File: src/rtl/cqre_pkg.sv
`timescale 1ns / 1ps
// ----------------------------------------------------------------------------
// cqre_pkg: shared types and codes of the cigar region extractor
// operation codes, result kinds, error codes, config indexes and the
// transaction types that move between the front, the queue and the back
// ----------------------------------------------------------------------------
package cqre_pkg;

    // cigar operation codes
    localparam logic [3:0] OP_M  = 4'd0;
    localparam logic [3:0] OP_I  = 4'd1;
    localparam logic [3:0] OP_D  = 4'd2;
    localparam logic [3:0] OP_N  = 4'd3;
    localparam logic [3:0] OP_S  = 4'd4;
    localparam logic [3:0] OP_H  = 4'd5;
    localparam logic [3:0] OP_P  = 4'd6;
    localparam logic [3:0] OP_EQ = 4'd7;
    localparam logic [3:0] OP_X  = 4'd8;

    // result kinds
    localparam logic [1:0] KIND_COPY    = 2'd0;
    localparam logic [1:0] KIND_FILL    = 2'd1;
    localparam logic [1:0] KIND_SUMMARY = 2'd2;
    localparam logic [1:0] KIND_ERROR   = 2'd3;

    // error codes
    localparam logic [1:0] ERR_NO_OVERLAP = 2'd0;
    localparam logic [1:0] ERR_ZERO_LEN   = 2'd1;
    localparam logic [1:0] ERR_QUERY_OOR  = 2'd2;

    // config register indexes
    localparam logic [1:0] CFG_REGION_START = 2'd0;
    localparam logic [1:0] CFG_REGION_END   = 2'd1;
    localparam logic [1:0] CFG_KEEP_SOFT    = 2'd2;

    // depth of the queue between front and back
    localparam int QUEUE_DEPTH = 4;
    localparam int QUEUE_PTR_BITS = $clog2(QUEUE_DEPTH);

    typedef struct packed {
        logic        first_op;
        logic        last_op;
        logic [3:0]  op_code;
        logic [27:0] op_len;
        logic [30:0] align_pos;
        logic [30:0] align_end;
        logic [30:0] query_len;
    } in_item_t;

    typedef struct packed {
        logic [1:0]         kind;
        logic [30:0]        query_offset;
        logic [27:0]        seg_len;
        logic [30:0]        span_start;
        logic signed [31:0] span_end;
        logic [1:0]         error_code;
        logic               last_out;
    } out_item_t;

    // everything one cigar operation produces
    typedef struct packed {
        logic        seg_valid;
        out_item_t   seg;
        logic        sum_valid;
        logic [30:0] sum_start;
        logic [31:0] sum_end;
    } entry_t;

    typedef struct packed {
        logic   valid;
        entry_t entry;
    } queue_wr_t;

endpackage

File: src/rtl/cqre_front.sv
`timescale 1ns / 1ps
// ----------------------------------------------------------------------------
// cqre_front: cigar walk front end
// holds config and walk state, classifies each operation against the region
// and writes the segment and summary it causes into the queue
// ----------------------------------------------------------------------------
module cqre_front #(
    parameter int POS_BITS = 32
) (
    input  logic                clk,
    input  logic                rst_n,
    input  logic                cfg_wr_en,
    input  logic [1:0]          cfg_index,
    input  logic [30:0]         cfg_data,
    input  cqre_pkg::in_item_t  item,
    input  logic                accept,
    input  logic                full,
    output cqre_pkg::queue_wr_t wr
);

    localparam int CMP_BITS = ((POS_BITS > 31) ? POS_BITS : 31) + 1;

    logic [30:0]         region_start_reg;
    logic [30:0]         region_end_reg;
    logic                keep_soft_reg;
    logic [POS_BITS-1:0] ref_cursor_reg;
    logic [POS_BITS-1:0] query_cursor_reg;
    logic [30:0]         align_start_reg;
    logic                stopped_reg;
    logic                failed_reg;

    logic [POS_BITS-1:0] ref_cursor_next;
    logic [POS_BITS-1:0] query_cursor_next;
    logic                stopped_next;
    logic                failed_next;

    logic [POS_BITS-1:0] rc_cur;
    logic [POS_BITS-1:0] qc_cur;
    logic [30:0]         held_cur;
    logic                stopped_cur;
    logic                failed_cur;
    logic                no_overlap;

    logic                cref;
    logic                cqry;
    logic                is_ins;
    logic                is_skip;

    logic [CMP_BITS-1:0] r_w;
    logic [CMP_BITS-1:0] q_w;
    logic [CMP_BITS-1:0] olen_w;
    logic [CMP_BITS-1:0] rs_w;
    logic [CMP_BITS-1:0] re_w;
    logic [CMP_BITS-1:0] qlen_w;
    logic [CMP_BITS-1:0] clip_w;
    logic [CMP_BITS-1:0] rc_next_w;

    logic                active;
    logic                left_of_region;
    logic                over;
    logic                stop;
    logic                clip;
    logic                in_region;
    logic [27:0]         seg_len;
    logic                len_zero;
    logic                q_over;
    logic                seg_err;
    logic                advance;

    always_comb
    begin
        cref    = 1'b0;
        cqry    = 1'b0;
        is_ins  = 1'b0;
        is_skip = 1'b0;
        case (item.op_code)
            cqre_pkg::OP_M,
            cqre_pkg::OP_EQ,
            cqre_pkg::OP_X:
            begin
                cref = 1'b1;
                cqry = 1'b1;
            end
            cqre_pkg::OP_I:
            begin
                cqry   = 1'b1;
                is_ins = 1'b1;
            end
            cqre_pkg::OP_D:
            begin
                cref = 1'b1;
            end
            cqre_pkg::OP_N:
            begin
                cref    = 1'b1;
                is_skip = 1'b1;
            end
            cqre_pkg::OP_S:
            begin
                cqry = keep_soft_reg;
            end
            default:
            begin
                // hard clip, pad and unknown codes consume nothing
                cref = 1'b0;
            end
        endcase
    end

    // a first op restarts the walk
    assign rc_cur      = item.first_op ? POS_BITS'(item.align_pos) : ref_cursor_reg;
    assign qc_cur      = item.first_op ? '0 : query_cursor_reg;
    assign held_cur    = item.first_op ? item.align_pos : align_start_reg;
    assign stopped_cur = item.first_op ? 1'b0 : stopped_reg;
    assign failed_cur  = item.first_op ? 1'b0 : failed_reg;
    assign no_overlap  = item.first_op &&
                         ((region_start_reg > item.align_end) ||
                          (region_end_reg < item.align_pos));

    assign r_w    = CMP_BITS'(rc_cur);
    assign q_w    = CMP_BITS'(qc_cur);
    assign olen_w = CMP_BITS'(item.op_len);
    assign rs_w   = CMP_BITS'(region_start_reg);
    assign re_w   = CMP_BITS'(region_end_reg);
    assign qlen_w = CMP_BITS'(item.query_len);

    assign active         = !failed_cur && !no_overlap;
    assign left_of_region = r_w < rs_w;
    assign over           = (r_w + olen_w) > re_w;
    assign stop           = ((r_w > re_w) && !is_ins) || (is_skip && over);
    assign clip           = over && !is_ins;
    assign in_region      = active && !left_of_region && !stopped_cur && !stop;

    // clipped length, only used while the cursor is inside the region
    assign clip_w   = re_w - r_w + CMP_BITS'(1);
    assign seg_len  = clip ? clip_w[27:0] : item.op_len;
    assign len_zero = !clip && (item.op_len == '0);
    assign q_over   = clip ? ((q_w + clip_w) > qlen_w) : ((q_w + olen_w) > qlen_w);
    assign seg_err  = in_region && cqry && (len_zero || q_over);
    assign advance  = active && (left_of_region || (in_region && !seg_err));

    assign ref_cursor_next   = (advance && cref) ? rc_cur + POS_BITS'(item.op_len) : rc_cur;
    assign query_cursor_next = (advance && cqry) ? qc_cur + POS_BITS'(item.op_len) : qc_cur;
    assign stopped_next      = stopped_cur || (active && !left_of_region && !stopped_cur && stop);
    assign failed_next       = failed_cur || no_overlap || seg_err;

    assign rc_next_w = CMP_BITS'(ref_cursor_next);

    always_comb
    begin
        wr = '0;
        if (no_overlap)
        begin
            wr.entry.seg_valid      = 1'b1;
            wr.entry.seg.kind       = cqre_pkg::KIND_ERROR;
            wr.entry.seg.error_code = cqre_pkg::ERR_NO_OVERLAP;
            wr.entry.seg.last_out   = 1'b1;
        end
        else if (!failed_cur)
        begin
            if (seg_err)
            begin
                wr.entry.seg_valid      = 1'b1;
                wr.entry.seg.kind       = cqre_pkg::KIND_ERROR;
                wr.entry.seg.error_code = len_zero ? cqre_pkg::ERR_ZERO_LEN
                                                   : cqre_pkg::ERR_QUERY_OOR;
                wr.entry.seg.last_out   = 1'b1;
            end
            else if (in_region && cqry)
            begin
                wr.entry.seg_valid        = 1'b1;
                wr.entry.seg.kind         = cqre_pkg::KIND_COPY;
                wr.entry.seg.query_offset = 31'(qc_cur);
                wr.entry.seg.seg_len      = seg_len;
            end
            else if (in_region && cref)
            begin
                wr.entry.seg_valid    = 1'b1;
                wr.entry.seg.kind     = cqre_pkg::KIND_FILL;
                wr.entry.seg.seg_len  = seg_len;
            end
            wr.entry.sum_valid = item.last_op && !seg_err;
            wr.entry.sum_start = (held_cur > region_start_reg) ? held_cur : region_start_reg;
            wr.entry.sum_end   = (rc_next_w <= re_w) ? 32'(rc_next_w - CMP_BITS'(1))
                                                     : 32'(region_end_reg);
        end
        wr.valid = accept && (wr.entry.seg_valid || wr.entry.sum_valid);
    end

    always_ff @(posedge clk or negedge rst_n)
    begin
        if (!rst_n)
        begin
            region_start_reg <= '0;
            region_end_reg   <= '0;
            keep_soft_reg    <= 1'b0;
        end
        else if (cfg_wr_en)
        begin
            case (cfg_index)
                cqre_pkg::CFG_REGION_START: region_start_reg <= cfg_data;
                cqre_pkg::CFG_REGION_END:   region_end_reg   <= cfg_data;
                cqre_pkg::CFG_KEEP_SOFT:    keep_soft_reg    <= cfg_data[0];
                default:                    keep_soft_reg    <= keep_soft_reg;
            endcase
        end
    end

    always_ff @(posedge clk or negedge rst_n)
    begin
        if (!rst_n)
        begin
            ref_cursor_reg   <= '0;
            query_cursor_reg <= '0;
            align_start_reg  <= '0;
            stopped_reg      <= 1'b0;
            failed_reg       <= 1'b0;
        end
        else if (accept)
        begin
            ref_cursor_reg   <= ref_cursor_next;
            query_cursor_reg <= query_cursor_next;
            align_start_reg  <= held_cur;
            stopped_reg      <= stopped_next;
            failed_reg       <= failed_next;
        end
    end

    // an error ends the alignment: no summary with it, and the walk fails
    assert property (@(posedge clk) disable iff (!rst_n)
        (wr.valid && wr.entry.seg.kind == cqre_pkg::KIND_ERROR) |-> !wr.entry.sum_valid)
        else $error("error transaction carries a summary");

    assert property (@(posedge clk) disable iff (!rst_n)
        (wr.valid && wr.entry.seg_valid && wr.entry.seg.kind == cqre_pkg::KIND_ERROR)
        |=> failed_reg)
        else $error("walk not failed after error");

    assert property (@(posedge clk) disable iff (!rst_n)
        wr.valid |-> !full)
        else $error("queue write while full");

endmodule

File: src/rtl/cqre_queue.sv
`timescale 1ns / 1ps
// ----------------------------------------------------------------------------
// cqre_queue: short queue between front and back
// register based fifo of per-operation entries
// ----------------------------------------------------------------------------
module cqre_queue (
    input  logic                clk,
    input  logic                rst_n,
    input  cqre_pkg::queue_wr_t wr,
    input  logic                rd,
    output cqre_pkg::entry_t    head,
    output logic                head_valid,
    output logic                full
);

    localparam int PB = cqre_pkg::QUEUE_PTR_BITS;

    cqre_pkg::entry_t  mem_reg [cqre_pkg::QUEUE_DEPTH];
    logic [PB-1:0]     wr_ptr_reg;
    logic [PB-1:0]     rd_ptr_reg;
    logic [PB:0]       count_reg;
    logic [PB:0]       count_next;
    logic              do_rd;

    assign head       = mem_reg[rd_ptr_reg];
    assign head_valid = count_reg != '0;
    assign full       = count_reg == (PB+1)'(cqre_pkg::QUEUE_DEPTH);
    assign do_rd      = rd && head_valid;

    always_comb
    begin
        count_next = count_reg;
        if (wr.valid && !do_rd)
        begin
            count_next = count_reg + (PB+1)'(1);
        end
        else if (!wr.valid && do_rd)
        begin
            count_next = count_reg - (PB+1)'(1);
        end
    end

    always_ff @(posedge clk)
    begin
        if (wr.valid)
        begin
            mem_reg[wr_ptr_reg] <= wr.entry;
        end
    end

    always_ff @(posedge clk or negedge rst_n)
    begin
        if (!rst_n)
        begin
            wr_ptr_reg <= '0;
            rd_ptr_reg <= '0;
            count_reg  <= '0;
        end
        else
        begin
            if (wr.valid)
            begin
                wr_ptr_reg <= wr_ptr_reg + PB'(1);
            end
            if (do_rd)
            begin
                rd_ptr_reg <= rd_ptr_reg + PB'(1);
            end
            count_reg <= count_next;
        end
    end

    assert property (@(posedge clk) disable iff (!rst_n)
        count_reg <= (PB+1)'(cqre_pkg::QUEUE_DEPTH))
        else $error("queue count overflow");

endmodule

File: src/rtl/cqre_back.sv
`timescale 1ns / 1ps
// ----------------------------------------------------------------------------
// cqre_back: result sequencer
// hands out the segment and then the summary of each queued entry
// ----------------------------------------------------------------------------
module cqre_back (
    input  logic                clk,
    input  logic                rst_n,
    input  cqre_pkg::entry_t    head,
    input  logic                head_valid,
    output logic                rd,
    output cqre_pkg::out_item_t result,
    output logic                empty,
    input  logic                pop
);

    logic phase_reg;
    logic phase_next;
    logic show_seg;
    logic taken;

    assign show_seg = head.seg_valid && !phase_reg;
    assign empty    = !head_valid;
    assign taken    = pop && head_valid;

    always_comb
    begin
        if (show_seg)
        begin
            result = head.seg;
        end
        else
        begin
            result            = '0;
            result.kind       = cqre_pkg::KIND_SUMMARY;
            result.span_start = head.sum_start;
            result.span_end   = head.sum_end;
            result.last_out   = 1'b1;
        end
    end

    always_comb
    begin
        rd         = 1'b0;
        phase_next = phase_reg;
        if (taken)
        begin
            if (show_seg && head.sum_valid)
            begin
                phase_next = 1'b1;
            end
            else
            begin
                rd         = 1'b1;
                phase_next = 1'b0;
            end
        end
    end

    always_ff @(posedge clk or negedge rst_n)
    begin
        if (!rst_n)
        begin
            phase_reg <= 1'b0;
        end
        else
        begin
            phase_reg <= phase_next;
        end
    end

    assert property (@(posedge clk) disable iff (!rst_n)
        phase_reg |-> (head_valid && head.seg_valid && head.sum_valid))
        else $error("summary phase without a two-result entry");

    assert property (@(posedge clk) disable iff (!rst_n)
        (taken && show_seg && head.sum_valid) |=> (phase_reg && !empty))
        else $error("summary lost after segment transaction");

endmodule

File: src/rtl/cigar_query_region_extract.sv
`timescale 1ns / 1ps
// ----------------------------------------------------------------------------
// cigar_query_region_extract: cigar walk against a reference region
// turns the cigar operations of an alignment into query-copy and gap-fill
// segment descriptors, a summary with the covered span, or an error
// ----------------------------------------------------------------------------
//
//  channel   handshake            payload             transaction when
//  -------   ------------------   -----------------   ------------------------
//  input     push / full          item   (in_item_t)  push && !full
//  result    pop / empty          result (out_item_t) pop && !empty
//  config    cfg_wr_en            cfg_index, cfg_data cfg_wr_en
//
//  one cigar operation per cycle enters the front while full is low; its
//  cursor update and region checks finish in that cycle
//  an operation yields up to two results, handed out one per cycle by the
//  back while pop is high, so an operation with segment and summary holds
//  the result side for both; a four-entry queue lets the input keep running
//  meanwhile; full rises only when the queue holds four undelivered entries
//  reset clears the config, the walk state and the queue; no clearing pass
//
module cigar_query_region_extract #(
    parameter int POS_BITS = 32
) (
    input  logic                clk,
    input  logic                rst_n,
    // configuration writes
    input  logic                cfg_wr_en,
    input  logic [1:0]          cfg_index,
    input  logic [30:0]         cfg_data,
    // cigar operations in
    input  logic                push,
    output logic                full,
    input  cqre_pkg::in_item_t  item,
    // results out
    output logic                empty,
    input  logic                pop,
    output cqre_pkg::out_item_t result
);

    cqre_pkg::queue_wr_t wr;
    cqre_pkg::entry_t    head;
    logic                head_valid;
    logic                rd;
    logic                accept;

    // input transaction
    assign accept = push && !full;

    // front: config, cursors and per-operation classification
    cqre_front #(
        .POS_BITS (POS_BITS)
    ) u_front (
        .clk       (clk),
        .rst_n     (rst_n),
        .cfg_wr_en (cfg_wr_en),
        .cfg_index (cfg_index),
        .cfg_data  (cfg_data),
        .item      (item),
        .accept    (accept),
        .full      (full),
        .wr        (wr)
    );

    // queue decouples the walk from the result side
    cqre_queue u_queue (
        .clk        (clk),
        .rst_n      (rst_n),
        .wr         (wr),
        .rd         (rd),
        .head       (head),
        .head_valid (head_valid),
        .full       (full)
    );

    // back: one result transaction per cycle while pop is high, segment before summary
    cqre_back u_back (
        .clk        (clk),
        .rst_n      (rst_n),
        .head       (head),
        .head_valid (head_valid),
        .rd         (rd),
        .result     (result),
        .empty      (empty),
        .pop        (pop)
    );

endmodule
File: config.mk
export PLATFORM = sky130hd
export DESIGN_NAME = cigar_query_region_extract
export DESIGN_NICKNAME = d
export VERILOG_FILES = /design/src/rtl/cqre_pkg.sv /design/src/rtl/cqre_front.sv /design/src/rtl/cqre_queue.sv /design/src/rtl/cqre_back.sv /design/src/rtl/cigar_query_region_extract.sv
export SDC_FILE = /design/constraint.sdc
export NUM_CORES = 2
export LEC_CHECK = 0
export BUFFER_PORTS_ARGS = -buffer_cell sky130_fd_sc_hd__clkbuf_2
export CORE_ASPECT_RATIO = 1.75
export CORE_MARGIN = 4
export CORE_UTILIZATION = 45
export CTS_CLUSTER_SIZE = 40
export DETAILED_ROUTE_END_ITERATION = 16
export GPL_TIMING_DRIVEN = 1
export MAX_ROUTING_LAYER = met4
export PLACE_DENSITY = 0.74
export SLEW_MARGIN = 20
export SYNTH_ARGS = -nofsm -noshare
export SYNTH_HDL_FRONTEND = slang
export SYNTH_HIERARCHICAL = 1
export SYNTH_SLANG_ARGS = --single-unit
File: constraint.sdc
create_clock -name clk -period 23.8 [get_ports clk]
set_input_delay 2.38 -clock clk [delete_from_list [all_inputs] [get_ports clk]]
set_output_delay 2.38 -clock clk [all_outputs]
set_load 0.1 [all_outputs]
==> run summary <==
RUN STATUS
--------------------------------------------------------------------------------------------------
Outcome ............................................................................. finished clean

STA
--------------------------------------------------------------------------------------------------
Fmax ................................................................................   0.0654 GHz
Worst setup skew after layout .......................................................    0.0493 ns
Final Hold Viols ....................................................................            0
Post-route clock period utilization .................................................        64.2%
Max-slew headroom at the worst pin ..................................................        19.3%
Summed negative setup slack over all endpoints ......................................         0 ns
Actual slew at the worst max-slew pin ...............................................      1.21 ns
Setup Viol. Count Final .............................................................            0
Setup repair after global routing missed its margin .................................        false
Crit path time final ................................................................     15.28 ns
Number of max-slew violations in the final report ...................................            0

CRITICAL PATH
--------------------------------------------------------------------------------------------------
Longest individual stage delay on the worst path ....................................      0.91 ns
Data required time at the worst endpoint ............................................     24.23 ns
Critical path class .................................................................       in2reg
Critical Path End Type ..............................................................    flip-flop
Maximum net fanout on the critical path .............................................           46
Cell occurring most often along the worst timing path ...............................      o21ai_0
CP arrival ..........................................................................     15.71 ns
Setup crit start kind ............................................................... primary input
Worst-path cell with the longest stage delay ........................................    a2111oi_0

LOGIC SYNTHESIS
--------------------------------------------------------------------------------------------------
Number of unique standard cell types used by synthesis ..............................          101
Mapped cell area ....................................................................    53100 um2
Yosys warning total .................................................................            6
Synth async-reset ratio .............................................................        17.9%
Number of synthesized register bits .................................................          936
Top-area cell type share of the netlist area ........................................        43.4%
Post-Synthesis Mean Instance Area ...................................................     12.7 um2
Sequential share of the synthesized area ............................................        51.3%
Leading post-synthesis cells by cell area ........................................... edfxtp_1, ha_1, mux4_2, dfrtp_1, a21oi_1
Most frequent cells after synthesis ................................................. edfxtp_1, ha_1, inv_1
Number of synthesized flops with an enable pin ......................................          768
Library cell occupying the most area in the post-synthesis netlist ..................     edfxtp_1
Cell count after synthesis ..........................................................         4190
Cell with the most instances after synthesis ........................................     edfxtp_1
Flip-flop cell with the highest count after synthesis ...............................     edfxtp_1

FLOW RUN
--------------------------------------------------------------------------------------------------
Maximum Capacitance Violations ......................................................            0

FINAL LAYOUT
--------------------------------------------------------------------------------------------------
NumNets Final .......................................................................         5074
Layout cell share with drive strength beyond 1 ......................................        18.5%
Final design instance area without fill .............................................    58700 um2
Max FFs per register ................................................................          768
Final cell count without fillers ....................................................         6062
Area growth syn-to-layout ...........................................................        10.4%

PLACED DESIGN
--------------------------------------------------------------------------------------------------
Gpl congestion ......................................................................        0.974
PortBufs ............................................................................          293
Cell Count Post-Placement ...........................................................         5896
Area post-placement .................................................................    55800 um2
DP Wirelength .......................................................................       118 mm

CLOCK TREE
--------------------------------------------------------------------------------------------------
Clock latency reported for the late side of the worst-skew pair .....................      0.71 ns
Longest Clk Path Bufs ...............................................................            3
Post-CTS Resized ....................................................................            0
Clock sink count ....................................................................          936
Clock tree from TritonCTS ...........................................................          yes
Clock transition time at the flip-flop clock pins of the worst setup and hold paths .      0.06 ns
Htree depth .........................................................................            3
Number of buffers inserted for hold repair after clock tree synthesis ...............            0
Postcts setup bufs ..................................................................            0
Clock Tree Root .....................................................................    clkbuf_16
TritonCTS buffer count ..............................................................           84

DIE
--------------------------------------------------------------------------------------------------
X dimension of the die ..............................................................       268 um
# rows ..............................................................................          166
Core region area ....................................................................   117000 um2
Total die area ......................................................................   124000 um2
Top-Level Pins ......................................................................          294
Initial standard-cell utilization of the core .......................................        45.3%
Die H ...............................................................................       462 um

POWER
--------------------------------------------------------------------------------------------------
Combinational share of power ........................................................        55.8%
Peak ir drop on the vdd network .....................................................     0.197 mV
Leakage power figure ................................................................      23.6 nW
Power density over the cells ........................................................   142 nW/um2
Sequential share of power ...........................................................        27.5%
Internal Power ......................................................................      4.29 mW
Proportion of power drawn by the clock network ......................................        16.8%
Sw Pwr ..............................................................................      4.03 mW
Switching Share .....................................................................        48.4%

GLOBAL ROUTE
--------------------------------------------------------------------------------------------------
GR Util All Layers ..................................................................        25.9%
Maximum number of pins on one net before global-route repair ........................          152
First-pass GRT wire length ..........................................................       232 mm
Number of antenna violations at the first check in global routing ...................            5
Number of global-route vias before repair ...........................................        36448
Global-route congestion overflow total ..............................................            0

DRT
--------------------------------------------------------------------------------------------------
Total via count after detailed routing ..............................................        35862
Count of routing violations after the opening detailed-route iteration ..............         2972
Routed Wire Length ..................................................................       158 mm
First drt pass iteration count ......................................................            6
Average wire per standard cell ......................................................      26.1 um
Antenna-violating nets left .........................................................            0
DRC violations left .................................................................            0
Via density .........................................................................         5.92

HOLD PATH
--------------------------------------------------------------------------------------------------
Path type of the worst min-delay path ...............................................      reg2reg

[cell usage in the layout (no fill, tap or decap), drive strengths merged, types with 168 or more instances in the layout]
cell type and count:
edfxtp 768, inv 309, ha 433, o21ai 226, nand2 254, mux4 192, clkbuf 395, nor2 233
dfrtp 168, a21oi 232
[path summary, 6_finish.rpt]
check,slack (ns),startpoint,cells past startpoint,end
worst min-delay path,0.50,u_queue/count_reg[2],1,u_queue/count_reg[2]
max in group asynchronous,20.61,rst_n,2,u_front/region_end_reg[5]
min in group asynchronous,1.72,rst_n,1,u_front/region_end_reg[23]
worst max-delay path,8.52,item[126],50,u_queue/mem_reg[3][31]
worst max register to register,10.62,u_front/region_end_reg[1],48,u_queue/mem_reg[3][31]
worst min register to register,0.50,u_queue/count_reg[2],1,u_queue/count_reg[2]
[through the flow]
stage / worst slack [ns] / hold slack [ns] / power [mW] / util (%)
6_report: 8.52 / 0.503 / 8.32 / 50.1
5_1_grt: 7.58 / 0.527 / 8.72 / 50.1
4_1_cts: 8.63 / 0.505 / 8.35 / 50.1
3_5_place_dp: 7.94 / 0.491 / 6.94 / 47.7
3_3_place_gp: 8.13 / 0.466 / 6.90 / 47.6
2_1_floorplan: 8.86 / 0.447 / 5.93 / -
[critical path, delay by kind of cell]
kind            cells  cell delay, ns
fa+ha+maj           5            1.82
compound gates     30            7.24
xor+xnor            2            0.26
simple gates        6            1.93
buf+inv             6            1.59
mux                 1            0.40
[logic make-up (layout without fill, tap and decap cells)]
logic type	after synthesis	in the layout	share of synthesized area [%]
mux	355	355	11.8
buf+inv	512	801	4.78
simple gates	946	946	8.91
xor+xnor	139	139	2.31
other cells	1	72	0.00706
flops	936	936	51.3
fa+ha+maj	439	439	10.4
compound gates	862	862	10.4
[layout make-up]
cell class | count | area (um2)
Fill cell | 10173 | 58500
Sequential cell | 936 | 27300
Multi-Input combinational cell | 2804 | 23600
Clock buffer | 104 | 2240
Timing Repair Buffer | 339 | 1910
Tap cell | 1512 | 1890
Inverter | 305 | 1140
Clock inverter | 53 | 568
Antenna cell | 9 | 22.5
[power by group through the flow]
stage / Sequential (mW) / Clock (mW) / Combinational [mW]
after global placement: 2.30 / 0 / 4.60
after global routing: 2.31 / 1.49 / 4.93
after CTS: 2.28 / 1.42 / 4.65
after detailed placement: 2.32 / 0 / 4.62
final: 2.28 / 1.40 / 4.64
after floorplan: 2.25 / 0 / 3.68
[metal layers]
layer	GRT usage [%]	vias up	part of all wire (%)
met5	-	-	0
met4	16.6	0	8.0
met3	3.00	374	6.0
met2	42.5	1496	49
met1	30.1	17763	37
li1	-	16229	-
(Power assumes the default switching activity.)
